**src/rtl/oqr_pkg.sv**
```systemverilog
// Shared widths, command codes and the entry type of the ordered queue.
package oqr_pkg;

   localparam int ID_W     = 16;
   localparam int HANDLE_W = 32;
   localparam int OCC_W    = 5;

   localparam logic [0:0] CMD_APPEND = 1'b0;
   localparam logic [0:0] CMD_REMOVE = 1'b1;

   typedef struct packed {
      logic [ID_W-1:0]     id;
      logic [HANDLE_W-1:0] handle;
   } entry_type;

endpackage

```
**src/rtl/oqr_req_if.sv**
```systemverilog
// Request channel: command, thread id and handle with valid/ready.
interface oqr_req_if import oqr_pkg::*; ();
   logic                valid;
   logic                ready;
   logic [0:0]          command;
   logic [ID_W-1:0]     thread_id;
   logic [HANDLE_W-1:0] handle;

   modport source (output valid, command, thread_id, handle, input ready);
   modport sink   (input valid, command, thread_id, handle, output ready);
endinterface

```
**src/rtl/oqr_rsp_if.sv**
```systemverilog
// Response channel: found, handle, dropped flag and occupancy with valid/ready.
interface oqr_rsp_if import oqr_pkg::*; ();
   logic                valid;
   logic                ready;
   logic                found;
   logic [HANDLE_W-1:0] handle_out;
   logic                dropped;
   logic [OCC_W-1:0]    occupancy;

   modport source (output valid, found, handle_out, dropped, occupancy, input ready);
   modport sink   (input valid, found, handle_out, dropped, occupancy, output ready);
endinterface

```
**src/rtl/oqr_store.sv**
```systemverilog
// Entry store: one write port and one registered read port.
module oqr_store import oqr_pkg::*; #(
   parameter int DEPTH = 16
) (
   input  logic                     clock,
   input  logic                     wr_en,
   input  logic [$clog2(DEPTH)-1:0] wr_addr,
   input  entry_type                wr_data,
   input  logic [$clog2(DEPTH)-1:0] rd_addr,
   output entry_type                rd_data
);

   entry_type mem [DEPTH];

   always_ff @(posedge clock) begin
      if (wr_en) begin
         mem[wr_addr] <= wr_data;
      end
      rd_data <= mem[rd_addr];
   end

endmodule

```
**src/rtl/ordered_queue_remove_by_id.sv**
```systemverilog
// Ordered thread queue with append at tail and remove of first matching id.
//
//   channel   dir   handshake       payload
//   req_chan  in    valid/ready     command, thread_id, handle
//   rsp_chan  out   valid/ready     found, handle_out, dropped, occupancy
//
// Append, and remove from an empty queue, give their result in the cycle
// after accept. Remove scans the store one entry a cycle through its
// registered read port, then on a match closes the gap one entry a cycle.
// Reset empties the queue; store contents are left as they are. A new item
// is taken once the previous result is taken or is being taken; no item is
// taken during a scan or a shift.
module ordered_queue_remove_by_id import oqr_pkg::*; #(
   parameter int DEPTH = 16
) (
   input logic      clock,
   input logic      reset,
   oqr_req_if.sink  req_chan,
   oqr_rsp_if.source rsp_chan
);

   localparam int ADDR_W = $clog2(DEPTH);
   localparam int CNT_W  = $clog2(DEPTH + 1);

   typedef enum logic [1:0] {
      ST_IDLE,
      ST_SCAN,
      ST_SHIFT
   } state_type;

   state_type           state_ff;
   logic [CNT_W-1:0]    count_ff;
   logic [ADDR_W-1:0]   scan_ff;
   logic [ADDR_W-1:0]   pos_ff;
   logic [ID_W-1:0]     key_ff;
   logic [HANDLE_W-1:0] hold_ff;
   logic                rsp_valid_ff;
   logic                rsp_found_ff;
   logic [HANDLE_W-1:0] rsp_handle_ff;
   logic                rsp_dropped_ff;
   logic [OCC_W-1:0]    rsp_occ_ff;

   logic              accept;
   logic              full;
   logic              scan_last;
   logic              shift_last;
   logic              wr_en;
   logic [ADDR_W-1:0] wr_addr;
   entry_type         wr_data;
   logic [ADDR_W-1:0] rd_addr;
   entry_type         rd_data;

   assign req_chan.ready = (state_ff == ST_IDLE) && (!rsp_valid_ff || rsp_chan.ready);
   assign accept         = req_chan.valid && req_chan.ready;
   assign full           = (count_ff == CNT_W'(DEPTH));
   assign scan_last      = ((CNT_W'(scan_ff) + CNT_W'(1)) == count_ff);
   assign shift_last     = ((CNT_W'(pos_ff) + CNT_W'(1)) == count_ff);

   assign rsp_chan.valid      = rsp_valid_ff;
   assign rsp_chan.found      = rsp_found_ff;
   assign rsp_chan.handle_out = rsp_handle_ff;
   assign rsp_chan.dropped    = rsp_dropped_ff;
   assign rsp_chan.occupancy  = rsp_occ_ff;

   always_comb begin
      wr_en   = 1'b0;
      wr_addr = pos_ff;
      wr_data = rd_data;
      rd_addr = '0;
      case (state_ff)
         ST_IDLE: begin
            wr_en          = accept && (req_chan.command == CMD_APPEND) && !full;
            wr_addr        = ADDR_W'(count_ff);
            wr_data.id     = req_chan.thread_id;
            wr_data.handle = req_chan.handle;
         end
         ST_SCAN: begin
            rd_addr = scan_ff + ADDR_W'(1);
         end
         ST_SHIFT: begin
            wr_en   = !shift_last;
            rd_addr = pos_ff + ADDR_W'(2);
         end
         default: begin
            rd_addr = '0;
         end
      endcase
   end

   oqr_store #(
      .DEPTH (DEPTH)
   ) u_store (
      .clock   (clock),
      .wr_en   (wr_en),
      .wr_addr (wr_addr),
      .wr_data (wr_data),
      .rd_addr (rd_addr),
      .rd_data (rd_data)
   );

   always_ff @(posedge clock) begin
      if (reset) begin
         state_ff     <= ST_IDLE;
         count_ff     <= '0;
         rsp_valid_ff <= 1'b0;
      end else begin
         case (state_ff)
            ST_IDLE: begin
               if (accept) begin
                  key_ff <= req_chan.thread_id;
                  if (req_chan.command == CMD_APPEND) begin
                     rsp_valid_ff   <= 1'b1;
                     rsp_found_ff   <= 1'b0;
                     rsp_handle_ff  <= '0;
                     rsp_dropped_ff <= full;
                     if (full) begin
                        rsp_occ_ff <= OCC_W'(count_ff);
                     end else begin
                        rsp_occ_ff <= OCC_W'(count_ff + CNT_W'(1));
                        count_ff   <= count_ff + CNT_W'(1);
                     end
                  end else if (count_ff == '0) begin
                     rsp_valid_ff   <= 1'b1;
                     rsp_found_ff   <= 1'b0;
                     rsp_handle_ff  <= '0;
                     rsp_dropped_ff <= 1'b0;
                     rsp_occ_ff     <= '0;
                  end else begin
                     rsp_valid_ff <= 1'b0;
                     scan_ff      <= '0;
                     state_ff     <= ST_SCAN;
                  end
               end else if (rsp_valid_ff && rsp_chan.ready) begin
                  rsp_valid_ff <= 1'b0;
               end
            end
            ST_SCAN: begin
               if (rd_data.id == key_ff) begin
                  hold_ff  <= rd_data.handle;
                  pos_ff   <= scan_ff;
                  state_ff <= ST_SHIFT;
               end else if (scan_last) begin
                  rsp_valid_ff   <= 1'b1;
                  rsp_found_ff   <= 1'b0;
                  rsp_handle_ff  <= '0;
                  rsp_dropped_ff <= 1'b0;
                  rsp_occ_ff     <= OCC_W'(count_ff);
                  state_ff       <= ST_IDLE;
               end else begin
                  scan_ff <= scan_ff + ADDR_W'(1);
               end
            end
            ST_SHIFT: begin
               if (shift_last) begin
                  count_ff       <= count_ff - CNT_W'(1);
                  rsp_valid_ff   <= 1'b1;
                  rsp_found_ff   <= 1'b1;
                  rsp_handle_ff  <= hold_ff;
                  rsp_dropped_ff <= 1'b0;
                  rsp_occ_ff     <= OCC_W'(count_ff - CNT_W'(1));
                  state_ff       <= ST_IDLE;
               end else begin
                  pos_ff <= pos_ff + ADDR_W'(1);
               end
            end
            default: begin
               state_ff <= ST_IDLE;
            end
         endcase
      end
   end

endmodule
```
**src/flat_wrapper.sv**
```systemverilog
// flat-port wrapper written by rule: the top's interface ports become plain ports
module ordered_queue_remove_by_id_flat import oqr_pkg::*;
#(
   parameter int DEPTH = 16
)
  (clock, reset, req_chan_valid, req_chan_command, req_chan_thread_id, req_chan_handle, req_chan_ready, rsp_chan_valid, rsp_chan_found, rsp_chan_handle_out, rsp_chan_dropped, rsp_chan_occupancy, rsp_chan_ready);
  oqr_req_if req_chan_i ();
  oqr_rsp_if rsp_chan_i ();
  input logic clock;
  input logic reset;
  input wire logic [$bits(req_chan_i.valid)-1:0] req_chan_valid;
  input wire logic [$bits(req_chan_i.command)-1:0] req_chan_command;
  input wire logic [$bits(req_chan_i.thread_id)-1:0] req_chan_thread_id;
  input wire logic [$bits(req_chan_i.handle)-1:0] req_chan_handle;
  output wire logic [$bits(req_chan_i.ready)-1:0] req_chan_ready;
  output wire logic [$bits(rsp_chan_i.valid)-1:0] rsp_chan_valid;
  output wire logic [$bits(rsp_chan_i.found)-1:0] rsp_chan_found;
  output wire logic [$bits(rsp_chan_i.handle_out)-1:0] rsp_chan_handle_out;
  output wire logic [$bits(rsp_chan_i.dropped)-1:0] rsp_chan_dropped;
  output wire logic [$bits(rsp_chan_i.occupancy)-1:0] rsp_chan_occupancy;
  input wire logic [$bits(rsp_chan_i.ready)-1:0] rsp_chan_ready;
  assign req_chan_i.valid = req_chan_valid;
  assign req_chan_i.command = req_chan_command;
  assign req_chan_i.thread_id = req_chan_thread_id;
  assign req_chan_i.handle = req_chan_handle;
  assign req_chan_ready = req_chan_i.ready;
  assign rsp_chan_valid = rsp_chan_i.valid;
  assign rsp_chan_found = rsp_chan_i.found;
  assign rsp_chan_handle_out = rsp_chan_i.handle_out;
  assign rsp_chan_dropped = rsp_chan_i.dropped;
  assign rsp_chan_occupancy = rsp_chan_i.occupancy;
  assign rsp_chan_i.ready = rsp_chan_ready;
  ordered_queue_remove_by_id #(.DEPTH(DEPTH)) u_core (.clock(clock), .reset(reset), .req_chan(req_chan_i), .rsp_chan(rsp_chan_i));
endmodule
```
**config.mk**
```make
export PLATFORM = sky130hd
export DESIGN_NAME = ordered_queue_remove_by_id_flat
export DESIGN_NICKNAME = d
export VERILOG_FILES = /design/src/rtl/oqr_pkg.sv /design/src/rtl/oqr_req_if.sv /design/src/rtl/oqr_rsp_if.sv /design/src/rtl/oqr_store.sv /design/src/rtl/ordered_queue_remove_by_id.sv /design/src/flat_wrapper.sv
export SDC_FILE = /design/constraint.sdc
export NUM_CORES = 1
export LEC_CHECK = 0
export BUFFER_PORTS_ARGS = -buffer_cell sky130_fd_sc_hd__clkbuf_2
export CORE_ASPECT_RATIO = 0.7
export CORE_MARGIN = 2
export CORE_UTILIZATION = 45
export DETAILED_ROUTE_END_ITERATION = 6
export SLEW_MARGIN = 20
export SYNTH_ARGS = -nofsm -noshare
export SYNTH_HDL_FRONTEND = slang
export SYNTH_HIERARCHICAL = 1
export SYNTH_SLANG_ARGS = --single-unit
export TNS_END_PERCENT = 1
```
**constraint.sdc**
```tcl
create_clock -name clock -period 17.91 [get_ports clock]
set_clock_uncertainty 0.05 [all_clocks]
set_input_delay 0.8955 -clock clock [delete_from_list [all_inputs] [get_ports clock]]
set_output_delay 0.8955 -clock clock [all_outputs]
set_load 0.01 [all_outputs]
```
**Yosys cells after proc, flatten, opt, wreduce, memory -nomap -nowiden**

Memories as Yosys holds them, arrays and structs flattened. A register that Yosys moved wholly into a read port is not among the register bits.
Index checks and enable logic that the tools add are counted.

- Latch bits: 0
- Output and inout bits: 41
- Bits in read-only memories: 0
- Memories kept: 1
- Register bits after elaboration: 103
- Bits in writable memories: 768
- Logic and storage cells: 121

Memories:

| memory | words | width | read ports | clocked after memory_dff | write ports | line | source |
|---|---|---|---|---|---|---|---|
| u_core.u_store.mem | 16 | 48 | 1 | 1 | 1 | oqr_store.sv:13 | `entry_type mem [DEPTH];` |

- Divide/modulo/power cells: 0
- $mul: 0
- Add/sub/neg operators: 7
- Bitwise gates (word level): 2
- Shift operators: 0
- $lt $le $gt $ge: 0
- Equal/unequal tests: 19
- Muxes and demuxes: 58
- Reduce and logical (&&, ||, !) cells: 23

Operators with widths:

| operator | count |
|---|---|
| $mux 32 | 6 |
| $pmux 32 s3 | 1 |
| $mux 48 | 1 |
| $mux 5 | 9 |
| $mux 4 | 8 |
| $pmux 4 s2 | 3 |
| $mux 1 | 17 |
| $eq 16x16->1 | 1 |
| $pmux 5 s3 | 1 |
| $reduce_and 7->1 | 2 |
| $mux 2 | 6 |
| $ne 2x2->1 const B | 6 |
| $add 4x1->5 const B | 2 |
| $eq 5x5->1 | 2 |
| $pmux 5 s2 | 1 |
| $reduce_and 5->1 | 2 |
| $pmux 1 s3 | 3 |
| $add 4x1->4 const B | 2 |
| $ne 2x1->1 const B | 4 |
| $reduce_and 4->1 | 2 |
| $pmux 2 s3 | 1 |
| $reduce_and 3->1 | 2 |
| $reduce_bool 2->1 | 3 |
| $add 5x1->5 const B | 1 |
| other kinds (16) | 23 |

**Depth between registers and ports, before layout**

- Word-level depth: 9
- Depth in mapped cells: 12
- Depth with buffers taken out: 8

**By module**

The synthesis kept the hierarchy.

By module, submodules not included:

| module | area an instance (µm²) | sequential area each (µm²) | cells each | times used |
|---|---|---|---|---|
| oqr_store | 29691.0 | 24023.0 | 1242 | 1 |
| ordered_queue_remove_by_id | 5252.5 | 3012.9 | 405 | 1 |

**Worst setup path before layout**

Ideal clock, no wire load.

- Path type: register to register
- Start: register u_core.count_ff[1]
- End: memory u_core/u_store/mem[0][0] (netlist name) (enable)
- Data arrival time: 5.425 ns
- Data required time: 17.347 ns
- Cell stages (with the launch flop): 9
- Library setup time: 0.513 ns
- Path slack: 11.922 ns
- Cells stage by stage: dfxtp_1 > clkbuf_1 > inv_1 > ha_1 > nor3b_1 > and2_1 > o31ai_1 > or3b_2 > nor3_1

- Longest elaborated chain between the ends: 6
- Elaborated cells on any way between the ends: 9
- Classes of those cells: eq/ne: 2; mux: 4; reduce/logical: 3

Ends and longest elaborated chain:

| item | line | source |
|---|---|---|
| start, declared | ordered_queue_remove_by_id.sv:32 | `logic [CNT_W-1:0] count_ff;` |
| start signal, assigned | ordered_queue_remove_by_id.sv:120 | `count_ff <= count_ff + CNT_W'(1);` |
| start signal, assigned | ordered_queue_remove_by_id.sv:155 | `count_ff <= count_ff - CNT_W'(1);` |
| $eq 5x5->1 | ordered_queue_remove_by_id.sv:55 | `assign full = (count_ff == CNT_W'(DEPTH));` |
| $logic_not 1->1 | ordered_queue_remove_by_id.sv:72 | `wr_en = accept && (req_chan.command == CMD_APPEND) && !full;` |
| $logic_and 1x1->1 | ordered_queue_remove_by_id.sv:72 |  |
| $pmux 1 s2 (*) | ordered_queue_remove_by_id.sv:70 | `case (state_ff)` |
| named net u_core.wr_en | ordered_queue_remove_by_id.sv:47 | `logic wr_en;` |
| $mux 1 (*) | oqr_store.sv:16 | `if (wr_en) begin` |
| $mux 1 (implied by the code) (*) | oqr_store.sv:17 | `mem[wr_addr] <= wr_data;` |
| end, declared | oqr_store.sv:13 |  |

Mark *: on every way through the listed nets, which the timed path passes. The rest lies on a longest branch.

**Worst setup path after layout**

- Start: register u_core.count_ff[0]
- End: memory u_core/u_store/mem[4][45] (netlist name) (enable)

Same word-level chain as after synthesis.

==> key figures <==
Setup path
  • WS Path Type: reg2reg
  • Worst path depth: 8
  • Crit path from: u_core/count_ff[0]
  • Bufs and invs on worst path: 2
  • Critical path, cell by cell: inv_1, ha_1, nor3b_1, and2_1, o31ai_1, nand3b_1, nor3_2, buf_4
  • Worst EP required: 18.12 ns
  • Critical Path Max Stage Delay: 0.94 ns
  • Slowest cell on crit path: nor3_2
  • Crit Path Max Fanout: 41
  • CP Capture Type: register
  • Worst EP arrival: 5.02 ns
  • Worst r2r dst: u_core/u_store/mem[4][45]
  • Reg2Reg Setup Slack: 13.11 ns
  • Setup crit start kind: register
  • Reg2reg path depth: 8
  • Critical Path End: u_core/u_store/mem[4][45]
  • RR Startpoint: u_core/count_ff[0]
  • CP top delay family: simple AND/OR/NAND/NOR gates

Clock tree
  • Clock Sinks: 919
  • Skew-Pair Late Insertion Delay: 0.65 ns
  • Cts repair resizes: 0
  • Clock Path Buffers: 3
  • CTS tree: done
  • Post-CTS Setup Inserts: 0
  • Clock root buffer: clkbuf_16
  • Post-CTS Hold Buffers: 0
  • TritonCTS Buffers: 85
  • Reg clk slew, reported paths: 0.06 ns
  • Htree depth: 3

Outcome
  • Status: finished clean

Synthesis
  • Syn_area_per_cell: 21.2 um^2
  • Synth Register Bits: 919
  • Synthesis Warnings: 6
  • Unique masters post-synth: 61
  • Largest area contributor in the synthesized netlist: edfxtp_1
  • Post-synth top cells: edfxtp_1, mux4_2, a22oi_1, nand2_1, dfxtp_1
  • EDFF count, synth: 863
  • Post-Syn Area: 34,900 um^2
  • Async set-reset flop share out of synthesis: 0%
  • Post-synthesis sequential area ratio: 77.4%
  • Proportion of netlist area held by the largest area contributor: 74.2%
  • Post-Synthesis Cells: 1,647
  • Synth Flop Type: edfxtp_1
  • Synth top area cells: edfxtp_1, mux4_2, dfxtp_1
  • Syn_nets: 1,709
  • Count leader, synth: edfxtp_1

Timing
  • Relative slew slack: 26.8%
  • Setup WS post-layout: 13.11 ns
  • RSZ-0062 raised after global routing: no
  • Final period util: 26.8%
  • Final Setup Violations: 0
  • Fin. Hold Viols: 0
  • Final slew viol count: 0
  • Hold slack final: 0.374 ns
  • Worst-Margin Slew: 1.09 ns
  • TNS Setup: 0 ns
  • Tmin final: 4.80 ns
  • FMAX: 208 MHz

Final layout
  • Utilization after layout: 51.5%
  • Share of cells above drive strength 1: 29.6%
  • Layout Nets: 1,836
  • ANT cells: 0
  • Layout Cells excl Fill: 2,890
  • Synthesis-to-layout area growth: 13.3%
  • # fillers: 6,015
  • Final Cell Area: 39,600 um^2

Power
  • Design Power: 4.68 mW
  • Power Density: 118 nW/um^2
  • Leakage: 12.3 nW
  • Maximum vdd drop: 0.0711 mV

Floorplanning
  • Die X: 337 um
  • Die Height: 237 um
  • Initial core utilization: 45.4%
  • Core Footprint: 76,900 um^2
  • Die area: 79,900 um^2
  • FP Rows: 85
  • Num ports: 94

Route
  • Vias per cell: 5.73
  • Initial DRT Pass Iterations: 5
  • Routed via count: 16,600
  • Initial DRC count: 1,905
  • Drt total wl: 76,600 um
  • Antenna-violating nets left: 0
  • DR DRC count: 0
  • Wirelength per Cell: 26.5 um

Placement
  • Placed Instances: 2,731
  • Post-DP HPWL: 40,800 um
  • Placer congestion estimate: 0.759
  • IO buf count: 93
  • Placed inst area: 36,800 um^2
  • Dpl ws: 12.96 ns

GRT
  • Pin count of the biggest net entering global routing: 105
  • Initial antenna violation count: 1
  • First-pass GRT wire length: 113,000 um
  • GR Overflow Total: 0
  • Number of global-route vias before repair: 16,800
  • Gr usage total: 19.4%

Min path
  • Worst min-delay path class: reg2reg

Run
  • Max-cap violations: 0
-- report_power, final --
group          total, mW  internal [mW]  switching (mW)
Sequential          2.53           2.49          0.0306
Clock               1.82           1.04           0.780
Combinational      0.333          0.110           0.222
Total               4.68           3.64            1.03
-- flip-flops by register name, summed over array words and instances (netlist names) --
signal                      cells
u_core/key_ff                  16
u_core/scan_ff                  4
u_core/hold_ff                 32
u_core/state_ff                 2
u_core/rsp_chan.found           1
u_core/u_store/mem            768
u_core/rsp_chan.handle_out     32
u_core/pos_ff                   4
u_core/count_ff                 5
u_core/u_store/rd_data         48
u_core/rsp_chan.dropped         1
u_core/rsp_chan.valid           1
u_core/rsp_chan.occupancy       5
-- logic make-up (layout without fill, tap and decap cells) --
group / count (synthesis) / count (layout) / share of synthesized area [%]
mux: 250 / 250 / 14.2
simple gates: 186 / 186 / 2.59
flops: 919 / 919 / 77.4
xor+xnor: 30 / 30 / 0.791
compound gates: 154 / 154 / 3.34
buf+inv: 99 / 298 / 1.34
fa+ha+maj: 9 / 9 / 0.322
-- layer usage --
metal	track usage (%)	wire length, um	up-vias
li1	-	-	7058
met1	30.5	36200	8841
met2	28.1	34000	577
met3	3.82	5260	91
met4	4.36	1240	0
met5	0	0	-
-- how the worst min path moves through the flow --
stage | endpoint | slack [ns] | start | cells past startpoint
floorplan | u_core/hold_ff[0] | 0.35 | u_core/u_store/rd_data[0] | 0
global placement | u_core/hold_ff[16] | 0.36 | u_core/u_store/rd_data[16] | 0
detailed placement | u_core/hold_ff[17] | 0.36 | u_core/u_store/rd_data[17] | 0
CTS | u_core/key_ff[8] | 0.35 | req_chan_thread_id[8] | 1
global route | u_core/key_ff[8] | 0.37 | req_chan_thread_id[8] | 1
finish | u_core/hold_ff[11] | 0.37 | u_core/u_store/rd_data[11] | 0
-- cell type report --
| class | instances | area [um^2] | area share (%) |
|---|---|---|---|
| sequential | 919 | 27000 | 68.3 |
| tap | 1044 | 1310 | 3.30 |
| clock buffer | 109 | 2280 | 5.75 |
| inverter | 11 | 41.3 | 0.104 |
| clock inverter | 50 | 549 | 1.39 |
| timing repair buffer | 128 | 757 | 1.91 |
| multi-input combinational | 629 | 7620 | 19.3 |
-- worst register-to-register path: cells and delay by family (launching register included) --
kind	cells	cell delay (ns)
and+or+nand+nor	4	1.91
adders and majority gates	1	0.25
AOI/OAI and AO/OA	1	0.61
DFF	1	0.64
buffers and inverters	2	0.95
-- placed cells by master (no fill, tap or decap), types with 7 or more instances in the layout --
master | synthesis | routed
edfxtp_1 | 863 | 863
mux4_2 | 192 | 192
a22oi_1 | 96 | 96
clkbuf_2 | 0 | 93
clkbuf_16 | 0 | 86
nand2_1 | 74 | 74
dfxtp_1 | 56 | 56
mux2_2 | 54 | 54
and2_1 | 37 | 36
buf_4 | 18 | 32
xnor2_1 | 22 | 22
clkbuf_1 | 43 | 19
clkinv_2 | 0 | 17
a21oi_1 | 17 | 17
nor2_4 | 0 | 16
nor2_1 | 32 | 15
clkinv_1 | 1 | 13
o21ai_0 | 12 | 12
inv_1 | 10 | 10
bufinv_16 | 0 | 9
xor2_1 | 7 | 7
ha_1 | 9 | 7
(Power assumes the default switching activity.)
